[src/rtl/ahr_pkg.sv]
`default_nettype none

package ahr_pkg;

  // Grid and cell table sizes
  localparam int GRID_SIDE  = 256;
  localparam int MAX_CELLS  = 65536;
  localparam int SLOT_COUNT = GRID_SIDE * GRID_SIDE;

  // Field widths
  localparam int IDX_W   = 16;
  localparam int COORD_W = 8;
  localparam int LEV_W   = 4;
  localparam int VAL_W   = 32;
  localparam int SUM_W   = VAL_W + 1;
  localparam int CSIZE_W = 9;

  // Derived widths
  localparam int SLOT_AW  = $clog2(SLOT_COUNT);
  localparam int CELL_AW  = $clog2(MAX_CELLS);
  localparam int FCOORD_W = $clog2(GRID_SIDE);
  localparam int FSIZE_W  = $clog2(GRID_SIDE + 1);
  localparam int WIDE_W   = CSIZE_W + (1 << LEV_W) - 1;
  localparam int SHIFT_W  = LEV_W + 1;

  // Register reset values
  localparam logic [CSIZE_W-1:0] COARSE_SIZE_RESET  = CSIZE_W'(16);
  localparam logic [LEV_W-1:0]   FINEST_LEVEL_RESET = LEV_W'(4);

  typedef logic [IDX_W-1:0]   idx_t;
  typedef logic [COORD_W-1:0] coord_t;
  typedef logic [LEV_W-1:0]   lev_t;
  typedef logic [VAL_W-1:0]   val_t;
  typedef logic [SUM_W-1:0]   sum_t;
  typedef logic [CSIZE_W-1:0] csize_t;
  typedef logic [SLOT_AW-1:0] slot_addr_t;
  typedef logic [CELL_AW-1:0] cell_addr_t;

  localparam sum_t SUM_MAX = '1;

  typedef enum logic {
    OP_INSERT = 1'b0,
    OP_QUERY  = 1'b1
  } op_t;

  typedef enum logic [0:0] {
    REG_COARSE_SIZE  = 1'b0,
    REG_FINEST_LEVEL = 1'b1
  } cfg_reg_t;

  // Per-cell record: level and value
  typedef struct packed {
    lev_t level;
    val_t value;
  } cell_rec_t;

  typedef struct packed {
    logic       en;
    logic       we;
    slot_addr_t addr;
    cell_addr_t wdata;
  } slot_req_t;

  typedef struct packed {
    logic       en;
    logic       we;
    cell_addr_t addr;
    cell_rec_t  wdata;
  } cell_req_t;

  typedef struct packed {
    logic clear;
    logic add;
  } acc_ctl_t;

  typedef struct packed {
    logic valid;
    logic query;
    logic status;
  } res_t;

endpackage

`default_nettype wire

[src/rtl/ahr_accum.sv]
`default_nettype none

module ahr_accum (
  input  wire                clk,
  input  ahr_pkg::acc_ctl_t  ctl,
  input  ahr_pkg::lev_t      finest_level,
  input  ahr_pkg::cell_rec_t rec,
  output ahr_pkg::sum_t      sum
);
  import ahr_pkg::*;

  sum_t                      sum_r;
  sum_t                      sum_nxt;
  logic [SHIFT_W-1:0]        shamt;
  val_t                      contrib;
  logic [SUM_W:0]            wide;

  // Scale by the level gap; a stale level above finest adds the value whole.
  // The shift tops out at 30, so it never clears the whole word.
  always_comb begin
    if (rec.level <= finest_level) begin
      shamt = {finest_level - rec.level, 1'b0};
    end else begin
      shamt = '0;
    end
    contrib = rec.value >> shamt;
    wide    = {1'b0, sum_r} + (SUM_W + 1)'(contrib);
    sum_nxt = sum_r;
    if (ctl.clear) begin
      sum_nxt = '0;
    end else if (ctl.add) begin
      sum_nxt = wide[SUM_W] ? SUM_MAX : wide[SUM_W-1:0];
    end
  end

  always_ff @(posedge clk) begin
    sum_r <= sum_nxt;
  end

  assign sum = sum_r;

endmodule

`default_nettype wire

[config.mk]
export PLATFORM = sky130hd
export DESIGN_NAME = ahr_accum
export DESIGN_NICKNAME = d
export VERILOG_FILES = /design/src/rtl/ahr_pkg.sv /design/src/rtl/ahr_accum.sv
export SDC_FILE = /design/constraint.sdc
export NUM_CORES = 1
export LEC_CHECK = 0
export ABC_CLOCK_PERIOD_IN_PS = 11200
export BUFFER_PORTS_ARGS = -buffer_cell sky130_fd_sc_hd__buf_2
export CAP_MARGIN = 20
export CELL_PAD_IN_SITES_DETAIL_PLACEMENT = 2
export CELL_PAD_IN_SITES_GLOBAL_PLACEMENT = 2
export CORE_MARGIN = 8
export CORE_UTILIZATION = 30
export DETAILED_ROUTE_END_ITERATION = 10
export PLACE_DENSITY_LB_ADDON = 0.08
export SLEW_MARGIN = 20
export SYNTH_ARGS = -nofsm -noshare
export SYNTH_HDL_FRONTEND = slang
export SYNTH_SLANG_ARGS = --single-unit
export TNS_END_PERCENT = 10
[constraint.sdc]
create_clock -name clk -period 11.2 [get_ports clk]
set_input_delay 2.24 -clock clk [delete_from_list [all_inputs] [get_ports clk]]
set_output_delay 2.24 -clock clk [all_outputs]
set_load 0.1 [all_outputs]
==> metrics <==
Required @ worst endpoint 11.35 ns; CP Depth 25; core area 13,200 um2; most used routing layer met2; Synth Warn # 0; crit start category primary input; sum of negative setup slack 0 ns; slowest cell delay on critical path 0.75 ns; M1 GR Usage 23.5%; Max Fclk 0.125 GHz; met3 usage 3.16%; Clk pwr share ~16%; placed inst area 4510 um2; post-CTS setup buffer count 0; first-pass GRT wire length 24,800 um; initial DRC count 157; Final Hold Fails 0; ys flop type dfxtp_1; Post-Syn Area per Cell 7.89 um2; status finished, final reports clean; Net Sw Frac 54.7%; Tot GR Track Use between 15 and 20%; grt met2 use 28.1%; r2r startpoint sum[12]; Die X 132 um; Buf/Inv on CP 4; I/O Pins 76; register bit count reported by yosys 33; clock skew 0.00606 ns; Crit path max-delay family compound AO/OA/AOI/OAI gates; routability cong. around 0.86; reg-to-reg endpoint sum[11]; Cell Pwr Density 220 nW/um2; clk slew on worst S/H paths 0.06 ns; Slew Viols, Final 0; Yosys top cell by area dfxtp_1; htree depth 2; CP Capture Type register; Vias 4,091; r2r setup slk ~8 ns; Max Cap Viol 0; drt first pass iters 4; Critical Path Source finest_level[0]; worst hold path class reg -> reg; clk_lat worst skew 0.29 ns; final setup vio count 0; vias in the first global route 4,590; initial antenna violation count 0; DP Wirelength between 10,000 and 15,000 um; RSZ-0062 raised after global routing no; Final nets 652; Initial Util 30.7%; TritonCTS clock tree done; die area 17,500 um2; min Tclk post-route about 8.0 ns; Setup crit end sum[11]; critical path class in -> reg; Pint 467 uW; Cells after Synth 513; Post-synth EDFFs 0; Die Height 132 um; slew margin rel. 31.7%; clk sink count 33; DRC 0; ratio of cells with drive above 1 in the final layout 18.9%; mapped cell area 4050 um2; crit path max fanout 30; final instance area 4680 um2; commonest non-fill, non-tap cells in the layout buf_2 (75), nor2_1 (63), a21oi_1 (47); Pleak 2.11 nW; final core occ between 30% and 40%; Worst Reg-to-Reg Cells 11; Synth cell types 59; Async SR Flop Fraction 0%; Routed WL 15,200 um; CTS max path bufs 2; Switch Pwr around 560 uW; Root Driver clkbuf_16; max reg flops 33; Synth top area share 16.3%; vias per inst 5.47; Synth-to-Final Area Change 15.7%; most common cell after layout, fill and taps aside buf_2; part of the power in registers 15.9%; ANT cells 0; Post-DRT Antenna Nets 0; Worst Tran Pin Value roughly 1.0 ns; clock buffer count from CTS 5; Tcrit/Tclk final 71.4%; row cnt 42; grt ovf 0; largest net degree at the start of global routing 37; VDD IR-drop max 0.0990 mV; drt wl/cell 20.3 um; CP arrival 8.14 ns; Port Buffers between 70 and 80; post-synthesis sequential area ratio 16.3%; Mapped Nets 594; critical path's slowest cell nand2b_2; logic gate share of total power 67.7%; Resize count post-CTS 0; hold_buf cts 0; ranking of synthesized cells by area dfxtp_1 (16%), ha_1 (11%), mux2i_1 (11%)
[through the flow]
stage                     setup WS, ns  std cells  hold slack [ns]  power (mW)
final                             3.21        748            0.507        1.03
after detailed placement          2.91        740            0.508       0.864
after CTS                         3.20        748            0.518        1.04
after global routing              2.70        748            0.549        1.10
after floorplan                   4.49        513            0.925       0.711
after global placement            3.14        740            0.490       0.852
[cell families after synthesis]
logic type	after synthesis	synth area share, %
compound gates	160	26.9
simple gates	154	17.8
mux	53	15.1
buf+inv	47	5.81
fa+ha+maj	38	12.1
flops	33	16.3
xor+xnor	28	6.06
[how the worst min path moves through the flow]
stage / startpoint / to / slack (ns) / cells after the start
2_1_floorplan: sum[11] / sum[11] / 0.92 / 2
3_3_place_gp: sum[26] / sum[26] / 0.49 / 2
3_5_place_dp: sum[3] / sum[3] / 0.51 / 2
4_1_cts: sum[26] / sum[26] / 0.52 / 2
5_1_grt: sum[26] / sum[26] / 0.55 / 2
6_report: sum[16] / sum[16] / 0.51 / 2
[metal layers]
layer | wire [um] | up-vias
met4 | 136 | 0
met1 | 7640 | 2010
met3 | 483 | 8
met2 | 6910 | 59
met5 | 0 | -
li1 | - | 2014
[worst min-delay path, stage by stage, from the launching register on]
cell	delay [ns]
dfxtp_1	0.32
nor2_1	0.09
a211oi_1	0.05
[final cells by class]
| cell class | instances | area (um2) |
|---|---|---|
| Tap cell | 176 | 220 |
| Clock buffer | 7 | 143 |
| Multi-Input combinational cell | 433 | 3160 |
| Clock inverter | 1 | 30.0 |
| Timing Repair Buffer | 77 | 390 |
| Inverter | 21 | 78.8 |
| Fill cell | 1577 | 8510 |
| Sequential cell | 33 | 661 |
[power groups by stage]
stage / clock [mW] / sequential, mW / combinational [mW]
2_1_floorplan: 0 / 0.329 / 0.382
3_3_place_gp: 0 / 0.166 / 0.686
3_5_place_dp: 0 / 0.167 / 0.696
4_1_cts: 0.174 / 0.165 / 0.703
5_1_grt: 0.177 / 0.168 / 0.758
6_report: 0.169 / 0.164 / 0.697
[cells in the mapped netlist (5+ instances only)]
library cell / count
nor2_1: 64
a21oi_1: 47
mux2i_1: 44
ha_1: 36
a211oi_1: 33
dfxtp_1: 33
nand2_1: 32
inv_1: 21
o21ai_0: 17
xor2_1: 16
clkbuf_1: 14
nor3_1: 14
xnor2_1: 12
nand2b_1: 10
a21o_1: 7
nor2b_1: 7
o22ai_1: 7
a22oi_1: 6
mux4_2: 6
a31oi_1: 5
nand3_1: 5
o21a_1: 5
o21bai_1: 5
No activity file was read; power rests on OpenSTA's default activity.
