==> src/rtl/ahr_pkg.sv <==
`default_nettype none

package ahr_pkg;

  // Grid and cell table sizes
  localparam int GRID_SIDE  = 256;
  localparam int MAX_CELLS  = 65536;
  localparam int SLOT_COUNT = GRID_SIDE * GRID_SIDE;

  // Field widths
  localparam int IDX_W   = 16;
  localparam int COORD_W = 8;
  localparam int LEV_W   = 4;
  localparam int VAL_W   = 32;
  localparam int SUM_W   = VAL_W + 1;
  localparam int CSIZE_W = 9;

  // Derived widths
  localparam int SLOT_AW  = $clog2(SLOT_COUNT);
  localparam int CELL_AW  = $clog2(MAX_CELLS);
  localparam int FCOORD_W = $clog2(GRID_SIDE);
  localparam int FSIZE_W  = $clog2(GRID_SIDE + 1);
  localparam int WIDE_W   = CSIZE_W + (1 << LEV_W) - 1;
  localparam int SHIFT_W  = LEV_W + 1;

  // Register reset values
  localparam logic [CSIZE_W-1:0] COARSE_SIZE_RESET  = CSIZE_W'(16);
  localparam logic [LEV_W-1:0]   FINEST_LEVEL_RESET = LEV_W'(4);

  typedef logic [IDX_W-1:0]   idx_t;
  typedef logic [COORD_W-1:0] coord_t;
  typedef logic [LEV_W-1:0]   lev_t;
  typedef logic [VAL_W-1:0]   val_t;
  typedef logic [SUM_W-1:0]   sum_t;
  typedef logic [CSIZE_W-1:0] csize_t;
  typedef logic [SLOT_AW-1:0] slot_addr_t;
  typedef logic [CELL_AW-1:0] cell_addr_t;

  localparam sum_t SUM_MAX = '1;

  typedef enum logic {
    OP_INSERT = 1'b0,
    OP_QUERY  = 1'b1
  } op_t;

  typedef enum logic [0:0] {
    REG_COARSE_SIZE  = 1'b0,
    REG_FINEST_LEVEL = 1'b1
  } cfg_reg_t;

  // Per-cell record: level and value
  typedef struct packed {
    lev_t level;
    val_t value;
  } cell_rec_t;

  typedef struct packed {
    logic       en;
    logic       we;
    slot_addr_t addr;
    cell_addr_t wdata;
  } slot_req_t;

  typedef struct packed {
    logic       en;
    logic       we;
    cell_addr_t addr;
    cell_rec_t  wdata;
  } cell_req_t;

  typedef struct packed {
    logic clear;
    logic add;
  } acc_ctl_t;

  typedef struct packed {
    logic valid;
    logic query;
    logic status;
  } res_t;

endpackage

`default_nettype wire

==> src/rtl/ahr_ctrl.sv <==
`default_nettype none

module ahr_ctrl (
  input  wire                 clk,
  input  wire                 rst_n,
  input  ahr_pkg::csize_t     coarse_size,
  input  ahr_pkg::lev_t       finest_level,
  // item side
  input  wire                 in_valid,
  output logic                in_ready,
  input  wire                 in_opcode,
  input  ahr_pkg::idx_t       in_cell_index,
  input  ahr_pkg::coord_t     in_col,
  input  ahr_pkg::coord_t     in_row,
  input  ahr_pkg::lev_t       in_level,
  input  ahr_pkg::val_t       in_cell_value,
  // memories and accumulator
  output ahr_pkg::slot_req_t  slot_req,
  input  ahr_pkg::cell_addr_t slot_rd_data,
  output ahr_pkg::cell_req_t  cell_req,
  output ahr_pkg::acc_ctl_t   acc_ctl,
  // result side
  input  wire                 out_free,
  output ahr_pkg::res_t       res
);
  import ahr_pkg::*;

  typedef enum logic [2:0] {
    S_IDLE,
    S_SETUP,
    S_SCAN,
    S_DRAIN,
    S_FIN
  } state_t;

  state_t                 state_r, state_nxt;
  logic                   op_r, op_nxt;
  idx_t                   idx_r, idx_nxt;
  coord_t                 col_r, col_nxt;
  coord_t                 row_r, row_nxt;
  lev_t                   lev_r, lev_nxt;
  val_t                   val_r, val_nxt;
  logic                   status_r, status_nxt;
  logic [FSIZE_W-1:0]     fine_r, fine_nxt;
  logic [FCOORD_W-1:0]    span_m1_r, span_m1_nxt;
  logic [FCOORD_W-1:0]    c0_r, c0_nxt;
  slot_addr_t             row_base_r, row_base_nxt;
  logic [FCOORD_W-1:0]    col_cnt_r, col_cnt_nxt;
  logic [FCOORD_W-1:0]    row_cnt_r, row_cnt_nxt;
  logic                   v1_r, v1_nxt;
  logic                   v2_r, v2_nxt;

  logic [WIDE_W-1:0]      fine_w, own_w, span_w, c0_w, r0_w;
  lev_t                   diff;
  logic                   err;
  logic [FCOORD_W+FSIZE_W-1:0] prod;

  // Geometry of the held item against the current grid
  always_comb begin
    fine_w = WIDE_W'(coarse_size) << finest_level;
    own_w  = WIDE_W'(coarse_size) << lev_r;
    diff   = finest_level - lev_r;
    span_w = WIDE_W'(1) << diff;
    c0_w   = WIDE_W'(col_r) << diff;
    r0_w   = WIDE_W'(row_r) << diff;
    err    = (fine_w == '0) || (fine_w > WIDE_W'(GRID_SIDE)) ||
             (lev_r > finest_level) ||
             (WIDE_W'(col_r) >= own_w) || (WIDE_W'(row_r) >= own_w) ||
             ((op_r == OP_INSERT) && (32'(idx_r) >= 32'(MAX_CELLS)));
    prod   = (FCOORD_W + FSIZE_W)'(FCOORD_W'(r0_w)) *
             (FCOORD_W + FSIZE_W)'(FSIZE_W'(fine_w));
  end

  // Sequencer
  always_comb begin
    state_nxt    = state_r;
    op_nxt       = op_r;
    idx_nxt      = idx_r;
    col_nxt      = col_r;
    row_nxt      = row_r;
    lev_nxt      = lev_r;
    val_nxt      = val_r;
    status_nxt   = status_r;
    fine_nxt     = fine_r;
    span_m1_nxt  = span_m1_r;
    c0_nxt       = c0_r;
    row_base_nxt = row_base_r;
    col_cnt_nxt  = col_cnt_r;
    row_cnt_nxt  = row_cnt_r;
    v1_nxt       = 1'b0;
    v2_nxt       = v1_r;

    in_ready = (state_r == S_IDLE);

    slot_req       = '0;
    slot_req.addr  = row_base_r + SLOT_AW'(c0_r) + SLOT_AW'(col_cnt_r);
    slot_req.wdata = CELL_AW'(idx_r);

    // owner from the slot read goes straight to the cell read
    cell_req            = '0;
    cell_req.en         = v1_r;
    cell_req.addr       = slot_rd_data;
    cell_req.wdata      = '{level: lev_r, value: val_r};

    acc_ctl       = '0;
    acc_ctl.add   = v2_r;

    res        = '0;
    res.query  = (op_r == OP_QUERY);
    res.status = status_r;

    unique case (state_r)
      S_IDLE: begin
        if (in_valid) begin
          op_nxt    = in_opcode;
          idx_nxt   = in_cell_index;
          col_nxt   = in_col;
          row_nxt   = in_row;
          lev_nxt   = in_level;
          val_nxt   = in_cell_value;
          state_nxt = S_SETUP;
        end
      end
      S_SETUP: begin
        acc_ctl.clear = 1'b1;
        status_nxt    = err;
        fine_nxt      = FSIZE_W'(fine_w);
        span_m1_nxt   = FCOORD_W'(span_w - WIDE_W'(1));
        c0_nxt        = FCOORD_W'(c0_w);
        row_base_nxt  = SLOT_AW'(prod);
        col_cnt_nxt   = '0;
        row_cnt_nxt   = '0;
        if (err) begin
          state_nxt = S_FIN;
        end else begin
          if (op_r == OP_INSERT) begin
            cell_req.en   = 1'b1;
            cell_req.we   = 1'b1;
            cell_req.addr = CELL_AW'(idx_r);
          end
          state_nxt = S_SCAN;
        end
      end
      S_SCAN: begin
        slot_req.en = 1'b1;
        slot_req.we = (op_r == OP_INSERT);
        v1_nxt      = (op_r == OP_QUERY);
        // walk the covered square row by row
        if (col_cnt_r == span_m1_r) begin
          col_cnt_nxt  = '0;
          row_base_nxt = row_base_r + SLOT_AW'(fine_r);
          if (row_cnt_r == span_m1_r) begin
            state_nxt = (op_r == OP_INSERT) ? S_FIN : S_DRAIN;
          end else begin
            row_cnt_nxt = row_cnt_r + 1'b1;
          end
        end else begin
          col_cnt_nxt = col_cnt_r + 1'b1;
        end
      end
      S_DRAIN: begin
        if (!v1_r && !v2_r) begin
          state_nxt = S_FIN;
        end
      end
      S_FIN: begin
        if (out_free) begin
          res.valid = 1'b1;
          state_nxt = S_IDLE;
        end
      end
      default: begin
        state_nxt = S_IDLE;
      end
    endcase
  end

  always_ff @(posedge clk) begin
    if (!rst_n) begin
      state_r <= S_IDLE;
      v1_r    <= 1'b0;
      v2_r    <= 1'b0;
    end else begin
      state_r <= state_nxt;
      v1_r    <= v1_nxt;
      v2_r    <= v2_nxt;
    end
    op_r       <= op_nxt;
    idx_r      <= idx_nxt;
    col_r      <= col_nxt;
    row_r      <= row_nxt;
    lev_r      <= lev_nxt;
    val_r      <= val_nxt;
    status_r   <= status_nxt;
    fine_r     <= fine_nxt;
    span_m1_r  <= span_m1_nxt;
    c0_r       <= c0_nxt;
    row_base_r <= row_base_nxt;
    col_cnt_r  <= col_cnt_nxt;
    row_cnt_r  <= row_cnt_nxt;
  end

  // The read pipeline is empty by the time a result leaves
  a_fin_drained: assert property (@(posedge clk) disable iff (!rst_n)
    (state_r == S_FIN) |-> (!v1_r && !v2_r))
    else $error("result issued with slot or cell reads in flight");

  // Every add follows a slot read, carried through v1_r and v2_r
  a_add_after_read: assert property (@(posedge clk) disable iff (!rst_n)
    v2_r |=> $past(v1_r, 2))
    else $error("accumulate without a matching slot read");

  // Slot writes only come from an insert scan
  a_slot_write_insert: assert property (@(posedge clk) disable iff (!rst_n)
    (slot_req.en && slot_req.we) |-> (state_r == S_SCAN && op_r == OP_INSERT))
    else $error("slot table written outside an insert scan");

  // Counters stay inside the covered square
  a_scan_bounds: assert property (@(posedge clk) disable iff (!rst_n)
    (state_r == S_SCAN) |-> (col_cnt_r <= span_m1_r && row_cnt_r <= span_m1_r))
    else $error("scan counter past the cell span");

  // No new item while the read pipeline is busy
  a_idle_empty: assert property (@(posedge clk) disable iff (!rst_n)
    (in_valid && in_ready) |-> (!v1_r && !v2_r))
    else $error("item accepted with reads in flight");

endmodule

`default_nettype wire

==> config.mk <==
export PLATFORM = sky130hd
export DESIGN_NAME = ahr_ctrl
export DESIGN_NICKNAME = d
export VERILOG_FILES = /design/src/rtl/ahr_pkg.sv /design/src/rtl/ahr_ctrl.sv
export SDC_FILE = /design/constraint.sdc
export NUM_CORES = 1
export LEC_CHECK = 0
export BUFFER_PORTS_ARGS = -buffer_cell sky130_fd_sc_hd__buf_2
export CAP_MARGIN = 40
export CELL_PAD_IN_SITES_DETAIL_PLACEMENT = 1
export CELL_PAD_IN_SITES_GLOBAL_PLACEMENT = 1
export CORE_ASPECT_RATIO = 1.2
export CORE_UTILIZATION = 44
export DETAILED_ROUTE_END_ITERATION = 10
export PLACE_DENSITY = 0.85
export SLEW_MARGIN = 5
export SYNTH_ARGS = -nofsm -noshare
export SYNTH_HDL_FRONTEND = slang
export SYNTH_SLANG_ARGS = --single-unit
==> constraint.sdc <==
create_clock -name clk -period 10.6 [get_ports clk]
set_clock_uncertainty 0.05 [all_clocks]
set_input_delay 3.18 -clock clk [delete_from_list [all_inputs] [get_ports clk]]
set_output_delay 3.18 -clock clk [all_outputs]
set_load 0.02 [all_outputs]
==> impl_metrics.ini, run 1 <==
[clock_network]
cts_buffers = 17
cts_max_path_buffers = 2
path_clk_slew_ns = 0.07
post_cts_buffers = 0
cts_root_buf = clkbuf_16
cts_resized = 0
ctsHtreeMaxLevel = 4
clock_sinks = 132
clock_latency_ns = 0.43
cts_tree = yes
cts_hold_buf = 0

[global_route]
grt_max_degree = 50
grt_pass1_wl_um = 45100
antenna_found_initial = 0
gr-usage-met1 = 0.278
busiest_layer = met2
grt.overflow.total = 0
first_global_vias = 8712
grtUsageTotal = 0.246
use_met2 = 0.456
met3_usage = 0.0458

[synthesis]
ys_warn_count = 0
yosysSeqAreaShare = 0.385
syn_area_per_cell_um2 = 10.4
synth_top_area_frac = 0.375
ys_async_sr_fraction = 0
synth_area_leaders = edfxtp_1 38%, fa_1 10%, ha_1 9.2%, nor2_1 4.9%, inv_1 4.0%
synthesis.nets = 1206
yosysUniqueCellTypes = 71
synth-seq-cells = 132
yosys.area.top_type = edfxtp_1
synthCells = 977
synth_ff_type = edfxtp_1
syn_area_um2 = 10200
synth-edff-count = 127

[timing]
setup-violations-final = 0
timing.fmax_ghz = 0.100
rsz0062_at_grt = no
max-slew-margin-rel = 0.473
timing.hold.ws_ns = 0.426
finalCriticalPeriod_ns = 9.95
maxSlewViolCount = 0
fin_setup_tns_ns = 0
fin_crit_sh = 0.939
hold_violations = 0
tightest_slew_ns = 0.785

[critical_path]
cp_cell_sequence = buf_2 > mux2i_1 > mux2i_1 > nor2_1 > or3_1 > ha_1 > a21oi_1 > nand2_1 > a2111oi_0 > o21ai_0 > a41o_1 > nand4_1 > nand4_4 > mux2_4 > buf_2
critPathLaunchType = primary input
worstSetupPathType = in2out
crit_required_ns = 7.37
slowest_delay_ns = 0.44
cp_slowest_cell = mux2_4
path_max_fanout = 17
rrSetupSlack_ns = 3.07
reg2reg_from = lev_r[1]
reg2reg_depth = 24
crit_path_end_kind = primary output
timing.rr.end = row_base_r[11]
cp.arrival_ns = 6.72

[route]
drtIter0Drc = 331
wirelength_um = 28700
ant_nets = 0
wire_per_inst_um = 19.7
drc = 0
num_vias = 8009
post_drt_via_cell_ratio = 5.49
drt_pre_antenna_iters = 5

[run]
drv_cap = 0

[die]
pin_count = 196
core_um2 = 22500
initial_core_util = 0.451
die_y_um = 168
dieArea_um2 = 23700
rows = 60
die_x_um = 141

[finish]
layout-drive-gt1-share = 0.247
stdcell_area_um2 = 12000
most-common-layout-cells = 196 x buf_2, 133 x nor2_1, 127 x edfxtp_1
layout.nets = 1395
syn_to_final_growth_pct = 17.9
final_common_cell = buf_2
antenna_cells = 0

[placed_design]
dp_hpwl_um = 22600
gp_congestion = 0.816
portBuffers = 195
placed_cell_area_um2 = 11400

[power]
max-vdd-ir-drop_v = 0.000126
power_leakage_nw = 5.39
p_per_area_nw_per_um2 = 161
totalPowerFinal_mw = 1.93

[status]
status = complete, no violations

[worst_hold_path]
holdPathStages = 1
hold_path_end = v2_r
hold_start = v1_r
min_path_type = reg2reg
==> worst max-delay path: cells and delay by family <==
family | cells | cell delay [ns]
compound gates | 4 | 0.92
fa+ha+maj | 1 | 0.33
buf+inv | 2 | 0.32
mux | 3 | 0.79
simple gates | 5 | 1.16
==> state kept, by name, indices dropped and copies added, names as in the netlist <==
signal	flops
val_r	32
idx_r	16
row_base_r	16
fine_r	9
c0_r	8
col_cnt_r	8
col_r	8
row_cnt_r	8
row_r	8
span_m1_r	8
lev_r	4
state_r	3
op_r	1
status_r	1
v1_r	1
v2_r	1
==> layout make-up <==
class | instances | area (µm²)
Sequential cell | 132 | 3910
Fill cell | 2552 | 10500
Timing Repair Buffer | 206 | 1060
Clock buffer | 17 | 425
Inverter | 109 | 409
Clock inverter | 15 | 174
Multi-Input combinational cell | 700 | 5650
Tap cell | 279 | 349
==> cell families (layout without fill, tap and decap cells) <==
group	count (synthesis)	after routing	synth area share
adder cells (fa/ha/maj)	127	127	0.195
AND/OR/NAND/NOR	283	283	0.131
XOR/XNOR	71	71	0.0619
multiplexers	59	59	0.0676
AO/OA/AOI/OAI	160	160	0.101
buffers and inverters	145	347	0.0585
flip-flops	132	132	0.385
==> Yosys cell counts, types with 12 or more instances <==
cell	count
a21oi_1	48
clkbuf_1	20
edfxtp_1	127
fa_1	52
ha_1	75
inv_1	107
mux2_2	17
mux2i_1	30
nand2_1	48
nand3_1	16
nor2_1	133
nor3_1	12
o21ai_0	42
or2_2	13
xnor2_1	40
xor2_1	30
==> per-layer routing <==
| metal | routed length (µm) | part of all wire |
|---|---|---|
| met4 | 742 | 0.026 |
| met2 | 15400 | 0.54 |
| met1 | 11400 | 0.40 |
| met5 | 0 | 0 |
| met3 | 1190 | 0.041 |
==> per-stage QoR <==
| step | std cells | setup slack [ns] | utilization |
|---|---|---|---|
| after global routing | 1458 | 0.360 | 0.532 |
| final | 1458 | 0.645 | 0.532 |
| after CTS | 1458 | 0.617 | 0.532 |
| after global placement | 1425 | 0.682 | 0.505 |
| after detailed placement | 1426 | 0.471 | 0.505 |
| after floorplan | 977 | 1.24 | - |
==> worst max path at each step <==
stage | from | endpoint | slack (ns) | depth (start not counted)
2_1_floorplan | coarse_size[1] | cell_req[43] | 1.24 | 15
4_1_cts | coarse_size[4] | cell_req[46] | 0.62 | 15
3_3_place_gp | finest_level[0] | row_base_r[14] | 0.68 | 26
5_1_grt | coarse_size[4] | cell_req[44] | 0.36 | 15
3_5_place_dp | finest_level[0] | row_base_r[14] | 0.47 | 26
6_report | coarse_size[4] | cell_req[46] | 0.65 | 15
==> where the power goes <==
group	internal [mW]	switching, mW
clock	0.339	0.266
combinational	0.238	0.389
sequential	0.647	0.0507
(Power assumes the default switching activity.)
==> run 2, diff against run 1 <==
CORE_UTILIZATION = 45   (was 44)
CTS_BUF_LIST = sky130_fd_sc_hd__clkbuf_8   (was not set)
PLACE_DENSITY = 0.86   (was 0.85)
==> impl_metrics.ini, run 2 (same netlist as run 1, synthesis figures left out) <==
[finish]
fill_cells = 2476
most-common-layout-cells = 196 x buf_2, 133 x nor2_1, 127 x edfxtp_1
layout.nets = 1394
top_register = val_r
regArea_um2 = 3910
reg.largest.list = val_r: 32 flops, idx_r: 16 flops, row_base_r: 16 flops
syn_to_final_growth_pct = 16.2
final_common_cell = buf_2
fin_cells = 1453
multi_input_area_um2 = 5650
layout-drive-gt1-share = 0.246
largest_reg_flops = 32

[global_route]
grtUsageTotal = 0.251
use_met2 = 0.474
gr-usage-met1 = 0.280
grt_pass1_wl_um = 45800
met3_usage = 0.0391
grt_max_degree = 61
first_global_vias = 8967
grt.overflow.total = 0
antenna_found_initial = 0
busiest_layer = met2

[route]
post_drt_via_cell_ratio = 5.52
drtIter0Drc = 369
drc = 8
wirelength_um = 28500
wire_per_inst_um = 19.6
drt_pre_antenna_iters = 9
num_vias = 8027
ant_nets = 0

[die]
initial_core_util = 0.463
pin_count = 196
die_x_um = 139
rows = 59
die_y_um = 167
core_um2 = 21900
dieArea_um2 = 23200

[status]
violations = design-rule violations
status = complete, but fails checks

[critical_path]
cp.arrival_ns = 6.79
rrSetupSlack_ns = 3.06
reg2reg_depth = 23
critPathLaunchType = primary input
crit_path_end_kind = primary output
worstSetupPathType = in2out
path_max_fanout = 17
crit_required_ns = 7.37

[timing]
tightest_slew_ns = 0.881
setup-violations-final = 0
maxSlewViolCount = 0
rsz0062_at_grt = no
fin_crit_sh = 0.945
max-slew-margin-rel = 0.410
fin_setup_tns_ns = 0
timing.fmax_ghz = 0.0998
finalCriticalPeriod_ns = 10.02
hold_violations = 0

[clock_network]
cts_tree = yes
clock_latency_ns = 0.46
cts_max_path_buffers = 2
ctsHtreeMaxLevel = 4
cts_root_buf = clkbuf_8
cts_buffers = 17
cts_hold_buf = 0
post_cts_buffers = 0
path_clk_slew_ns = 0.08
cts_resized = 0
clock_sinks = 132

[placed_design]
dp_hpwl_um = 22000
dp_cells = 1420
portBuffers = 195
gp_congestion = 0.821

[power]
max-vdd-ir-drop_v = 0.0000940
power_leakage_nw = 5.31
p_per_area_nw_per_um2 = 153

[worst_hold_path]
min_path_type = reg2reg
holdPathStages = 1

[run]
drv_cap = 0
==> run 2: cell types whose count changed in the layout (fill, tap and decap cells not counted) <==
cell / before / now
bufinv_16: 1 / 2
clkbuf_8: 0 / 17
clkinv_4: 0 / 1
clkinvlp_4: 1 / 0
clkinv_8: 1 / 2
inv_6: 6 / 4
diode_2: 0 / 1
clkbuf_16: 17 / 0
buf_4: 10 / 9
==> run 2: area by class of cell <==
| cell class | instances | share of cell area |
|---|---|---|
| multi-input combinational | 700 | 0.479 |
| sequential | 132 | 0.331 |
| timing repair buffer | 205 | 0.0888 |
| inverter | 109 | 0.0346 |
| tap | 274 | 0.0290 |
| clock buffer | 17 | 0.0198 |
| clock inverter | 15 | 0.0173 |
| antenna | 1 | 0.000212 |
==> run 2: final timing paths <==
kind | endpoint | startpoint
hold / removal | v2_r | v1_r
setup / recovery | cell_req[50] | coarse_size[4]
setup reg to reg | row_base_r[11] | lev_r[1]
hold reg to reg | v2_r | v1_r
==> run 2: stage by stage <==
stage | area (µm²) | utilization | power (mW) | hold WS (ns) | worst slack (ns)
floorplan | 10200 | - | 1.13 | 0.395 | 1.24
global placement | 11400 | 0.518 | 1.30 | 0.417 | 0.714
detailed placement | 11400 | 0.519 | 1.33 | 0.431 | 0.529
CTS | 11800 | 0.538 | 1.81 | 0.458 | 0.589
global route | 11800 | 0.538 | 1.90 | 0.458 | 0.321
finish | 11800 | 0.539 | 1.80 | 0.459 | 0.582
==> run 2: per-layer routing <==
metal  wire length [µm]  share of wire  vias up
met2              15200           0.53      224
met5                  0              0        -
li1                   -              -     3775
met4                849          0.030        0
met1              11500           0.40     3965
met3                962          0.034       63
==> run 2: power breakdown <==
part           switching, mW  internal [mW]  total, mW  leakage [nW]
clock                  0.253          0.226      0.478         0.223
sequential            0.0506          0.647      0.697          1.25
combinational          0.392          0.237      0.629          3.84
==> run 2: critical path: stages <==
cell and delay, ns:
buf_2 0.15, mux2i_1 0.13, mux2i_1 0.23, nor2_1 0.09, or3_1 0.40, ha_1 0.33, a21oi_1 0.18, nand2_1 0.07
a2111oi_0 0.42, o21ai_0 0.16, a41o_1 0.22, nand4_1 0.21, nand4_4 0.40, mux2_4 0.43, buf_2 0.16
